`src/sv/mdhd_pkg.sv`:
```
package mdhd_pkg;

  localparam int unsigned CALIB_SAMPLES_DEF = 20;

  localparam int unsigned SampleW = 16;
  localparam int unsigned ThreshW = 16;
  localparam int unsigned CountW  = 8;
  localparam int unsigned CfgIdxW = 2;
  localparam int unsigned CfgDatW = 16;
  localparam int unsigned OutW    = 8;

  localparam logic [ThreshW-1:0] START_THRESH_RST = 16'd2000;
  localparam logic [ThreshW-1:0] STOP_THRESH_RST  = 16'd1000;
  localparam logic [CountW-1:0]  DEBOUNCE_RST     = 8'd5;

  typedef enum logic [CfgIdxW-1:0] {
    REG_START_THRESH = 2'd0,
    REG_STOP_THRESH  = 2'd1,
    REG_DEBOUNCE     = 2'd2
  } cfg_reg_e;

endpackage

```
`src/sv/motion_detect_hysteresis_debounce.sv`:
```
// Motion detector with hysteresis and debounce on a signed vertical acceleration stream.
// The first CalibSamples beats are averaged (truncated toward zero) into a baseline; every
// later beat is compared with the baseline by absolute difference. While idle, the block
// needs debounce_samples consecutive beats above start_threshold to go to running; while
// running, the same number of beats below stop_threshold to go back to idle. Each input beat
// gives one output beat with moving, state_changed and calibrated. A beat is taken every
// cycle and its result sits in the output register from the next cycle; the input waits only
// while an earlier result is held by a stalled output. The other exception follows the last
// calibration beat: the input stalls while the baseline passes the reciprocal multiplier
// (DIV_MUL multiplies, DIV_SCALE scales and signs). The user must write registers via the cfg
// port only while the block is idle (the block does not enforce this); index 3 is ignored.
module motion_detect_hysteresis_debounce
  import mdhd_pkg::*;
#(
  parameter int unsigned CalibSamples = CALIB_SAMPLES_DEF
) (
  input  logic               clk_i,
  input  logic               rst_ni,

  input  logic               cfg_valid_i,
  output logic               cfg_ready_o,
  input  logic [CfgIdxW-1:0] cfg_index_i,
  input  logic [CfgDatW-1:0] cfg_data_i,

  input  logic               s_axis_tvalid_i,
  output logic               s_axis_tready_o,
  input  logic [SampleW-1:0] s_axis_tdata_i,   // [15:0] accel_z

  output logic               m_axis_tvalid_o,
  input  logic               m_axis_tready_i,
  output logic [OutW-1:0]    m_axis_tdata_o    // [0] moving, [1] state_changed, [2] calibrated
);

  localparam int unsigned Log2N  = $clog2(CalibSamples);
  localparam int unsigned IdxW   = $clog2(CalibSamples + 1);
  localparam int unsigned AccW   = SampleW + 1 + Log2N;
  localparam int unsigned MagW   = AccW - 1;
  localparam int unsigned Shift  = MagW + Log2N;
  localparam int unsigned RecW   = MagW + 2;
  localparam int unsigned ProdW  = MagW + RecW;
  localparam int unsigned QuotW  = SampleW + 1;
  localparam longint unsigned RecipL =
    ((longint'(1) << Shift) + longint'(CalibSamples) - 1) / longint'(CalibSamples);
  localparam logic [RecW-1:0] Recip = RecW'(RecipL);
  localparam logic [IdxW-1:0] LastIdx = IdxW'(CalibSamples - 1);

  typedef enum logic [1:0] {
    DIV_IDLE,
    DIV_MUL,
    DIV_SCALE
  } div_state_e;

  // configuration
  logic [ThreshW-1:0] start_thr_q, stop_thr_q;
  logic [CountW-1:0]  debounce_q;
  logic               cfg_fire;

  assign cfg_ready_o = 1'b1;
  assign cfg_fire    = cfg_valid_i && cfg_ready_o;

  always_ff @(posedge clk_i or negedge rst_ni) begin
    if (!rst_ni) begin
      start_thr_q <= START_THRESH_RST;
      stop_thr_q  <= STOP_THRESH_RST;
      debounce_q  <= DEBOUNCE_RST;
    end else if (cfg_fire) begin
      unique case (cfg_index_i)
        REG_START_THRESH: start_thr_q <= cfg_data_i[ThreshW-1:0];
        REG_STOP_THRESH:  stop_thr_q  <= cfg_data_i[ThreshW-1:0];
        REG_DEBOUNCE:     debounce_q  <= cfg_data_i[CountW-1:0];
        default: ;
      endcase
    end
  end

  // handshake
  div_state_e         div_state_q;
  logic               out_valid_q;
  logic               in_fire;

  assign s_axis_tready_o = (!out_valid_q || m_axis_tready_i) && (div_state_q == DIV_IDLE);
  assign in_fire         = s_axis_tvalid_i && s_axis_tready_o;

  // per-sample datapath
  logic signed [SampleW-1:0] az;
  logic signed [SampleW-1:0] baseline_q;
  logic signed [AccW-1:0]    accum_q, accum_d;
  logic [IdxW-1:0]           calib_idx_q;
  logic                      calib_q;
  logic                      motion_q, motion_d;
  logic [CountW-1:0]         qual_cnt_q, qual_cnt_d, qual_inc;
  logic signed [SampleW:0]   delta;
  logic [SampleW-1:0]        diff;
  logic                      qualifies, changed_d, calib_done;

  assign az       = s_axis_tdata_i;
  assign accum_d  = accum_q + AccW'(az);
  assign delta    = 17'(az) - 17'(baseline_q);
  assign diff     = delta[SampleW] ? SampleW'(-delta) : delta[SampleW-1:0];
  assign qualifies = motion_q ? (diff < stop_thr_q) : (diff > start_thr_q);
  assign qual_inc  = qual_cnt_q + 8'd1;
  assign calib_done = (calib_idx_q == LastIdx);

  always_comb begin
    motion_d   = motion_q;
    qual_cnt_d = qual_cnt_q;
    changed_d  = 1'b0;
    if (calib_q) begin
      if (qualifies) begin
        if (qual_inc >= debounce_q) begin
          motion_d   = !motion_q;
          qual_cnt_d = '0;
          changed_d  = 1'b1;
        end else begin
          qual_cnt_d = qual_inc;
        end
      end else begin
        qual_cnt_d = '0;
      end
    end
  end

  logic moving_q, changed_q, calibrated_q;

  always_ff @(posedge clk_i or negedge rst_ni) begin
    if (!rst_ni) begin
      out_valid_q  <= 1'b0;
      motion_q     <= 1'b0;
      qual_cnt_q   <= '0;
      calib_q      <= 1'b0;
      calib_idx_q  <= '0;
      accum_q      <= '0;
      moving_q     <= 1'b0;
      changed_q    <= 1'b0;
      calibrated_q <= 1'b0;
    end else begin
      if (in_fire) begin
        out_valid_q <= 1'b1;
      end else if (m_axis_tready_i) begin
        out_valid_q <= 1'b0;
      end
      if (in_fire) begin
        if (!calib_q) begin
          accum_q     <= accum_d;
          calib_idx_q <= calib_idx_q + IdxW'(1);
          calib_q     <= calib_done;
        end
        motion_q     <= motion_d;
        qual_cnt_q   <= qual_cnt_d;
        moving_q     <= motion_d;
        changed_q    <= changed_d;
        calibrated_q <= calib_q || calib_done;
      end
    end
  end

  assign m_axis_tvalid_o = out_valid_q;
  assign m_axis_tdata_o  = {5'b0, calibrated_q, changed_q, moving_q};

  // baseline = accum / CalibSamples by reciprocal multiply, truncated toward zero
  logic [MagW-1:0]  mag;
  logic [ProdW-1:0] prod_q;
  logic             neg_q;
  logic [QuotW-1:0] quot;

  assign mag  = accum_q[AccW-1] ? MagW'(-accum_q) : accum_q[MagW-1:0];
  assign quot = prod_q[Shift +: QuotW];

  always_ff @(posedge clk_i or negedge rst_ni) begin
    if (!rst_ni) begin
      div_state_q <= DIV_IDLE;
      prod_q      <= '0;
      neg_q       <= 1'b0;
      baseline_q  <= 16'sd16384;
    end else begin
      unique case (div_state_q)
        DIV_IDLE: begin
          if (in_fire && !calib_q && calib_done) begin
            div_state_q <= DIV_MUL;
          end
        end
        DIV_MUL: begin
          prod_q      <= ProdW'(mag) * ProdW'(Recip);
          neg_q       <= accum_q[AccW-1];
          div_state_q <= DIV_SCALE;
        end
        DIV_SCALE: begin
          baseline_q  <= neg_q ? SampleW'(-quot) : quot[SampleW-1:0];
          div_state_q <= DIV_IDLE;
        end
        default: div_state_q <= DIV_IDLE;
      endcase
    end
  end

  a_no_motion_before_cal: assert property (@(posedge clk_i) disable iff (!rst_ni)
    m_axis_tvalid_o && !m_axis_tdata_o[2] |-> !m_axis_tdata_o[0] && !m_axis_tdata_o[1])
    else $error("motion reported before calibration");

  a_stall_during_div: assert property (@(posedge clk_i) disable iff (!rst_ni)
    div_state_q != DIV_IDLE |-> !s_axis_tready_o)
    else $error("input accepted while baseline not ready");

  a_change_toggles: assert property (@(posedge clk_i) disable iff (!rst_ni)
    in_fire && changed_d |=> motion_q != $past(motion_q))
    else $error("state change flagged without toggle");

  a_cal_sticky: assert property (@(posedge clk_i) disable iff (!rst_ni)
    calib_q |=> calib_q)
    else $error("calibration lost");

endmodule
```
`config.mk`:
```
export PLATFORM = sky130hd
export DESIGN_NAME = motion_detect_hysteresis_debounce
export DESIGN_NICKNAME = d
export VERILOG_FILES = /design/src/sv/mdhd_pkg.sv /design/src/sv/motion_detect_hysteresis_debounce.sv
export SDC_FILE = /design/constraint.sdc
export NUM_CORES = 1
export LEC_CHECK = 0
export BUFFER_PORTS_ARGS = -buffer_cell sky130_fd_sc_hd__buf_2
export CORE_MARGIN = 3
export CORE_UTILIZATION = 65
export CTS_CLUSTER_SIZE = 20
export DETAILED_ROUTE_END_ITERATION = 6
export PLACE_DENSITY_LB_ADDON = 0.12
export SYNTH_ARGS = -nofsm -noshare
export SYNTH_HDL_FRONTEND = slang
export SYNTH_SLANG_ARGS = --single-unit
```
`constraint.sdc`:
```
create_clock -name clk_i -period 17.95 [get_ports clk_i]
set_input_delay 4.4875 -clock clk_i [delete_from_list [all_inputs] [get_ports clk_i]]
set_output_delay 4.4875 -clock clk_i [all_outputs]
set_load 0.01 [all_outputs]
```
* Word-level counts from Yosys, hierarchy flattened
Index checks and enable logic that the tools add are counted.
** Word-level totals
- Bits in latches :: 0
- Output and inout bits :: 11
- Input bits :: 39
- RAM bits :: 0
- Word-level logic and storage cells :: 68
- Flip-flop bits (word level) :: 139
- Memories :: 0
- ROM bits :: 0
** Operators by class
- Multiply operators :: 1
- Bitwise gates (word level) :: 1
- Div/mod/pow operators :: 0
- Add/sub/neg operators :: 7
- Reductions and logical operators :: 18
- Shift operators :: 0
- Order comparisons :: 3
- Equality and inequality tests :: 6
- Muxes and demuxes :: 17
** Operators by type and width (number)
- 21-bit by 20-bit multiplier with 40-bit output (second input constant) :: 1
- 16-bit 2-to-1 mux :: 2
- 16-bit negator :: 2
- 22-bit by 16-bit adder with 22-bit output :: 1
- 21-bit 2-to-1 mux :: 1
- 21-bit negator :: 1
- 16-bit by 16-bit subtractor with 17-bit output :: 1
- 16-bit > comparator :: 1
- 16-bit < comparator :: 1
- 8-bit 2-to-1 mux :: 2
- 1-bit 2-to-1 mux :: 10
- 2-bit AND reduction :: 5
- 8-bit by 1-bit adder with 8-bit output (second input constant) :: 1
- 8-bit greater-or-equal comparator :: 1
- 5-bit by 1-bit adder with 5-bit output (second input constant) :: 1
- 5-bit equality test (second input constant) :: 1
- 2-bit by 1-bit equality test with 1-bit output (second input constant) :: 2
- 2-bit equality test (second input constant) :: 2
- 1-bit logical AND :: 4
- 2-bit logical NOT :: 2
- 2-bit one-hot mux with 2 select lines :: 1
- 4-bit AND reduction :: 1
- 1-bit logical NOT :: 3
- 1-bit logical OR :: 2
- other kinds (4) :: 4

* Longest topological paths before layout
Gate-level depths: netlist (run 1).
- Depth after elaboration :: 8
- Mapped depth :: 30
- Depth with buffers taken out :: 30

* Worst setup path after synthesis (run 1)
No wires, ideal clock.
- Kind :: in2out
- Start point :: in m_axis_tready_i
- End point :: out s_axis_tready_o
- Slack :: 8585 ps
- Data arrival time :: 4877 ps
- Cell stages on the path :: 2
- Path buffers :: 0
- Data required time :: 13462 ps
- Cell sequence :: nor2b_1 > nor3_1
** Between the ends
- Word-level cells in the longest chain between the ends :: 2
** Ends and longest elaborated chain
- start: declaration :: line motion_detect_hysteresis_debounce.sv:30 : input logic m_axis_tready_i,
- 1-bit logical OR :: line motion_detect_hysteresis_debounce.sv:81 : assign s_axis_tready_o = (!out_valid_q || m_axis_tready_i) && (div_state_q == DIV_IDLE);
- 1-bit logical AND :: line motion_detect_hysteresis_debounce.sv:81
- end: declaration :: line motion_detect_hysteresis_debounce.sv:26 : output logic s_axis_tready_o,
Every way passes these cells.

* Worst setup path in the final report (run 1)
Ends and elaborated chain as after synthesis.

==> impl_metrics.ini, run 1 <==
[worst_setup_path]
critPathRequiredTime_ps = 13460
cp-start-kind = input port
critical_path_arrival_ps = 5050
path_common_cell = buf_2
critical_path_class = in2out
crit_fanout = 3
worstPathCellList = buf_2, nor2b_1, nor3_1, buf_2
crit_slowest_cell = nor3_1
cp-end-kind = output port
slowest_delay_ps = 250

[global_route]
overflow = 0
grt_pass1_wl_mm = 61.2
grt_max_degree = 59
antenna_found_initial = 1
track_usage_pct = 29.8
grt_pass1_vias = 11900

[final_layout]
n_antenna_cell = 0
final_util_pct = 71.9
drive_above_1_share_pct = 8.45
nNetsFinal = 2138
area_growth_pct = 6.90

[min_path]
hp-class = reg2reg

[route]
wl_mm = 36.9
drtIter0Drc = 699
drcViolationCount = 0
ant_nets = 0
wl_per_cell_um = 18.4
avgViaCountPerCell = 5.79
firstDrtPassIters = 5
dr_total_vias = 11600

[timing]
period_share_pct = 53.1
tightest_slew_ps = 1130
min_period_ps = 9540
rsz0062_at_grt = false
setup_viol = 0
hold_viol_final = 0
final_max_slew_viol_count = 0
maxSlewHeadroom_pct = 24.8
tns_ps = 0
clock.fmax_mhz = 105
skew_ps = 12.5

[synth]
yosys-top-cells-area = ha_1 23%, fa_1 18%, dfrtp_1 16%, inv_1 7.0%, xnor2_1 4.1%
yosys.area_share.adder_pct = 40.4
async_reset_ff_share_pct = 100
synth_area_leader_cell = ha_1
synth_compound_area_share_pct = 12.8
synth_simple_gate_area_share_pct = 10.0
synth_top_family_by_area = adder cells
yosysWarnings = 0
synth_top_area_share_pct = 22.9
synth_area_sq_mm = 0.0155
avgSynthCellArea_sq_um = 9.42
synth_seq_cells = 114
synth_mux_area_share_pct = 2.08
ys_types = 76
synth_top_flop_cell = dfrtp_1
synth_edf_count = 0
ys_seq_area_share_pct = 18.5
syn_inst = 1645
synthXorXnorAreaFrac_pct = 7.81

[die]
fp-row-count = 55
die_height_um = 160
start_util_pct = 67.2
die_w_um = 160
die_area_sq_mm = 0.0257
core_region_area_sq_mm = 0.0231
pin_count = 50

[cts]
cts_max_level = 4
clk_pin_slew_ps = 60
cts.sinks = 114
hold_buffers = 0
cts-root-buf = clkbuf_16
cts_max_path_buffers = 2
worstSkewPairLatency_ps = 420
cts_tree = done
cts_resized = 0
post_cts_buffers = 0
cts_buffers = 17

[job]
maxCapViolations = 0

[placed_design]
dpl.hpwl_mm = 31.0
gp_congestion = 1.03
port_buffers = 43

[run_status]
status = finished, final reports clean
[per-layer routing]
layer,track usage [%],routed length (um)
met3,5.75,2420
met1,40.6,16200
met2,48.0,17000
met4,9.94,1310
met5,0,13
[flip-flops by register name, indices dropped and copies added (netlist names), 2 cells and up]
name and flops:
stop_thr_q 16, debounce_q 8, qual_cnt_q 8, div_state_q 2, accum_q 22, start_thr_q 16, prod_q 16, calib_idx_q 5
baseline_q 16
[kinds of logic after synthesis]
family,Yosys count
buffers and inverters,325
muxes,29
AOI/OAI and AO/OA,303
xor gates and xnor gates,136
other,2
adders and majority gates,419
DFF,114
and+or+nand+nor,317
[cell type report]
type | instances | area (sq um)
multi-input cells | 1210 | 11400
fillers | 1788 | 6490
flip-flops and latches | 114 | 2870
inverters | 290 | 1090
clock buffers | 20 | 457
well taps | 313 | 392
repair buffers | 47 | 248
clock inverters | 12 | 156
[cell usage in the layout (no fill, tap or decap), drive strengths merged, types with 6 or more instances in the layout]
cell and instances:
a211oi 8, a21o 38, a21oi 54, a31oi 8, a32o 7, and2 6, and3 9, buf 47
clkbuf 20, conb 6, dfrtp 99, dfstp 15, fa 136, ha 283, inv 291, mux2 25
nand2 130, nand2b 10, nand3 23, nand4 7, nor2 45, nor2b 18, nor3 16, nor4 7
o21a 16, o21ai 102, o21bai 8, o31a 6, o31ai 12, o41ai 8, or2 10, or3 17
or4 8, xnor2 74, xor2 62
[metrics by stage]
step / cells / area, sq um / setup WS (ps) / hold WS [ps]
floorplan: 1649 / 15500 / 8590 / 446
global placement: 1974 / 16000 / 8390 / 463
detailed placement: 1974 / 16000 / 8280 / 473
CTS: 2006 / 16600 / 8410 / 488
global route: 2006 / 16600 / 8190 / 521
finish: 2006 / 16600 / 8410 / 485
[cells in the mapped netlist (10+ instances only)]
cell,count
inv_1,289
ha_1,283
fa_1,136
nand2_1,129
o21ai_0,101
dfrtp_1,99
xnor2_1,73
xor2_1,62
a21oi_1,54
nor2_1,45
a21o_1,38
mux2_2,25
nand3_1,23
clkbuf_1,22
nor2b_1,18
nor3_1,16
o21a_1,16
dfstp_2,15
or3_1,15
o31ai_1,12
nand2b_1,10
[path summary, 6_finish.rpt]
path	startpoint	end	slack [ps]	cells past startpoint
worst min-delay path	baseline_q[14]	baseline_q[14]	490	2
min in group asynchronous	rst_ni	stop_thr_q[14]	4120	1
worst min register to register	baseline_q[14]	baseline_q[14]	490	2
worst max register to register	accum_q[0]	prod_q[38]	8700	29
max in group asynchronous	rst_ni	calib_q	12590	2
worst max-delay path	m_axis_tready_i	s_axis_tready_o	8410	4
[worst max-delay path: cells and delay by family]
kind / cells / cell delay (ps)
buffers and inverters: 2 / 280
and+or+nand+nor: 2 / 290
Power of run 1 is left out: the tool's default activity adds up to more than one toggle a clock period on the data nets, which glitch-free logic cannot reach.
==> run 2, diff against run 1 <==
--- a/config.mk
+++ b/config.mk
@@ -5,9 +5,10 @@
 export SDC_FILE = /design/constraint.sdc
 export NUM_CORES = 1
 export LEC_CHECK = 0
+export ABC_AREA = 1
 export BUFFER_PORTS_ARGS = -buffer_cell sky130_fd_sc_hd__buf_2
 export CORE_MARGIN = 3
-export CORE_UTILIZATION = 65
+export CORE_UTILIZATION = 59
 export CTS_CLUSTER_SIZE = 20
 export DETAILED_ROUTE_END_ITERATION = 6
 export PLACE_DENSITY_LB_ADDON = 0.12
==> constraint.sdc (replaced) <==
create_clock -name clk_i -period 8.5 [get_ports clk_i]
set_input_delay 2.125 -clock clk_i [delete_from_list [all_inputs] [get_ports clk_i]]
set_output_delay 2.125 -clock clk_i [all_outputs]
set_load 0.01 [all_outputs]
==> run 2 against run 1 <==
  * Sequential share of layout area decreased by 1.8 points
  * Critical path depth up 26
  * Count of clock-buffer cells in the layout is 3 lower
  * Cell area is 11% higher
  * Global-route usage is 1.8 points higher
  * Critical endpoint is now prod_q[37]
==> impl_metrics.ini, run 2 <==
[route]
wl_per_cell_um = 17.5
drtIter0Drc = 1353
dr_total_vias = 14900
avgViaCountPerCell = 5.53
wl_mm = 47.3
drcViolationCount = 0
firstDrtPassIters = 6
ant_nets = 0

[worst_setup_path]
path_common_cell = inv_1
critical_path_arrival_ps = 7620
path_buf_inv = 7
slowest_delay_ps = 520
cp-start-kind = flop
rrSetupSlack_ps = 1200
critPathTopFamily = adder cells
critPathRequiredTime_ps = 8830
critical_path_class = reg2reg
cp-end-kind = flop
crit_fanout = 10
crit_slowest_cell = fa_1

[final_layout]
n_antenna_cell = 0
seqCellArea_sq_mm = 0.00287
n_fill_cell = 2586
drive_above_1_share_pct = 5.98
stdcell_count = 2701
area_growth_pct = 7.25
regMostFlops = accum_q
multiInputGateArea_sq_mm = 0.0123
final_cell_mix = 481 x inv_1, 450 x nand2_1, 283 x ha_1
nNetsFinal = 2768
final_common_cell = inv_1
largest_reg_flops = 22

[timing]
skew_ps = 18.3
min_period_ps = 7300
hold_viol_final = 0
timing.hold.ws_ps = 480
rsz0062_at_grt = false
maxSlewHeadroom_pct = 28.0
setup_viol = 0
tns_ps = 0
tightest_slew_ps = 1080
clock.fmax_mhz = 137
period_share_pct = 85.8
final_max_slew_viol_count = 0

[cts]
cts_buffers = 17
clk_pin_slew_ps = 60
post_cts_buffers = 0
worstSkewPairLatency_ps = 440
cts_tree = done
cts.sinks = 114
cts_max_level = 4
cts-root-buf = clkbuf_16
hold_buffers = 0
cts_resized = 0
cts_max_path_buffers = 2

[min_path]
hp-class = reg2reg

[global_route]
antenna_found_initial = 0
grt_pass1_vias = 15000
track_usage_pct = 31.6
grt_pass1_wl_mm = 77.3
overflow = 0
grt_max_degree = 81

[synth]
synth_area_leader_cell = ha_1
synth_top_flop_cell = dfrtp_1
synth_commonest_cells = 481 x inv_1, 450 x nand2_1, 283 x ha_1, 154 x nor2_1, 136 x fa_1
synth_most_common_cell = inv_1
async_reset_ff_share_pct = 100
synth_top_area_share_pct = 20.6
ys_seq_area_share_pct = 16.7
avgSynthCellArea_sq_um = 7.58
yosys-top-cells-area = ha_1 21%, fa_1 16%, dfrtp_1 14%, inv_1 11%, nand2_1 9.8%
synth_area_sq_mm = 0.0172
syn_inst = 2267
synth_edf_count = 0
yosysWarnings = 0
ys_types = 51
synth_seq_cells = 114

[die]
core_region_area_sq_mm = 0.0282
die_height_um = 177
pin_count = 50
start_util_pct = 60.9
die_w_um = 177
fp-row-count = 61
die_area_sq_mm = 0.0312

[placed_design]
post-place-cells = 2669
dpl.hpwl_mm = 40.0
port_buffers = 43
gp_congestion = 0.981

[job]
maxCapViolations = 0

[run_status]
status = finished, final reports clean
run 2: cell types whose count changed after synthesis, moves of 24 or more:
cell | previous run | this run
a21oi_1 | 54 | 92
nand2_1 | 129 | 450
o21ai_0 | 101 | 132
inv_1 | 289 | 481
nand4_1 | 7 | 32
a21o_1 | 38 | 14
nor2_1 | 45 | 154
mux2_2 | 25 | 0
xnor2_1 | 73 | 22
nand3_1 | 23 | 107
run 2: path summary, 6_finish.rpt:
| check | start | to | cells past startpoint |
|---|---|---|---|
| max | accum_q[0] | prod_q[37] | 30 |
| min | calib_idx_q[4] | calib_idx_q[4] | 1 |
| max reg2reg | accum_q[0] | prod_q[37] | 30 |
| min reg2reg | calib_idx_q[4] | calib_idx_q[4] | 1 |
| max in group asynchronous | rst_ni | baseline_q[13] | 2 |
| min in group asynchronous | rst_ni | accum_q[15] | 1 |
run 2: cells by family (layout without fill, tap and decap cells):
family | count (synthesis) | in the layout | share of synthesized area, %
xor gates and xnor gates | 94 | 94 | 5.12
other | 2 | 6 | 0.0437
adders and majority gates | 419 | 419 | 36.4
and+or+nand+nor | 811 | 811 | 20.1
DFF | 114 | 114 | 16.7
AOI/OAI and AO/OA | 306 | 306 | 9.96
buffers and inverters | 521 | 573 | 11.7
run 2: through the flow:
stage	area (sq um)	setup slack [ps]	utilization, %
final	18400	1200	65.3
after global routing	18400	644	65.3
after CTS	18400	1300	65.3
after detailed placement	17800	1330	63.0
after global placement	17800	1370	63.0
after floorplan	17200	2010	-
run 2: worst register-to-register path: cells and delay by family, from the launching register on:
| family | cells | cell delay, ps |
|---|---|---|
| adder cells (fa/ha/maj) | 9 | 3500 |
| flip-flops | 1 | 500 |
| buffers and inverters | 7 | 770 |
| AND/OR/NAND/NOR | 8 | 990 |
| AO/OA/AOI/OAI | 5 | 970 |
| XOR/XNOR | 1 | 470 |
run 2: area by class of cell:
cell class | count | share of cell area (%)
Clock buffer | 17 | 2.31
Multi-Input combinational cell | 1636 | 66.9
Inverter | 490 | 9.98
Sequential cell | 114 | 15.6
Clock inverter | 15 | 1.19
Timing Repair Buffer | 51 | 1.51
Tap cell | 378 | 2.57
run 2: layer usage:
| metal | global-route usage (%) | vias to the layer above | routed length [um] |
|---|---|---|---|
| met5 | 0 | - | 0 |
| met4 | 8.41 | 0 | 1070 |
| met3 | 5.49 | 76 | 3240 |
| met2 | 50.7 | 501 | 21500 |
| met1 | 44.6 | 7080 | 21500 |
| li1 | - | 7285 | - |
Power of run 2 is left out for the same reason.
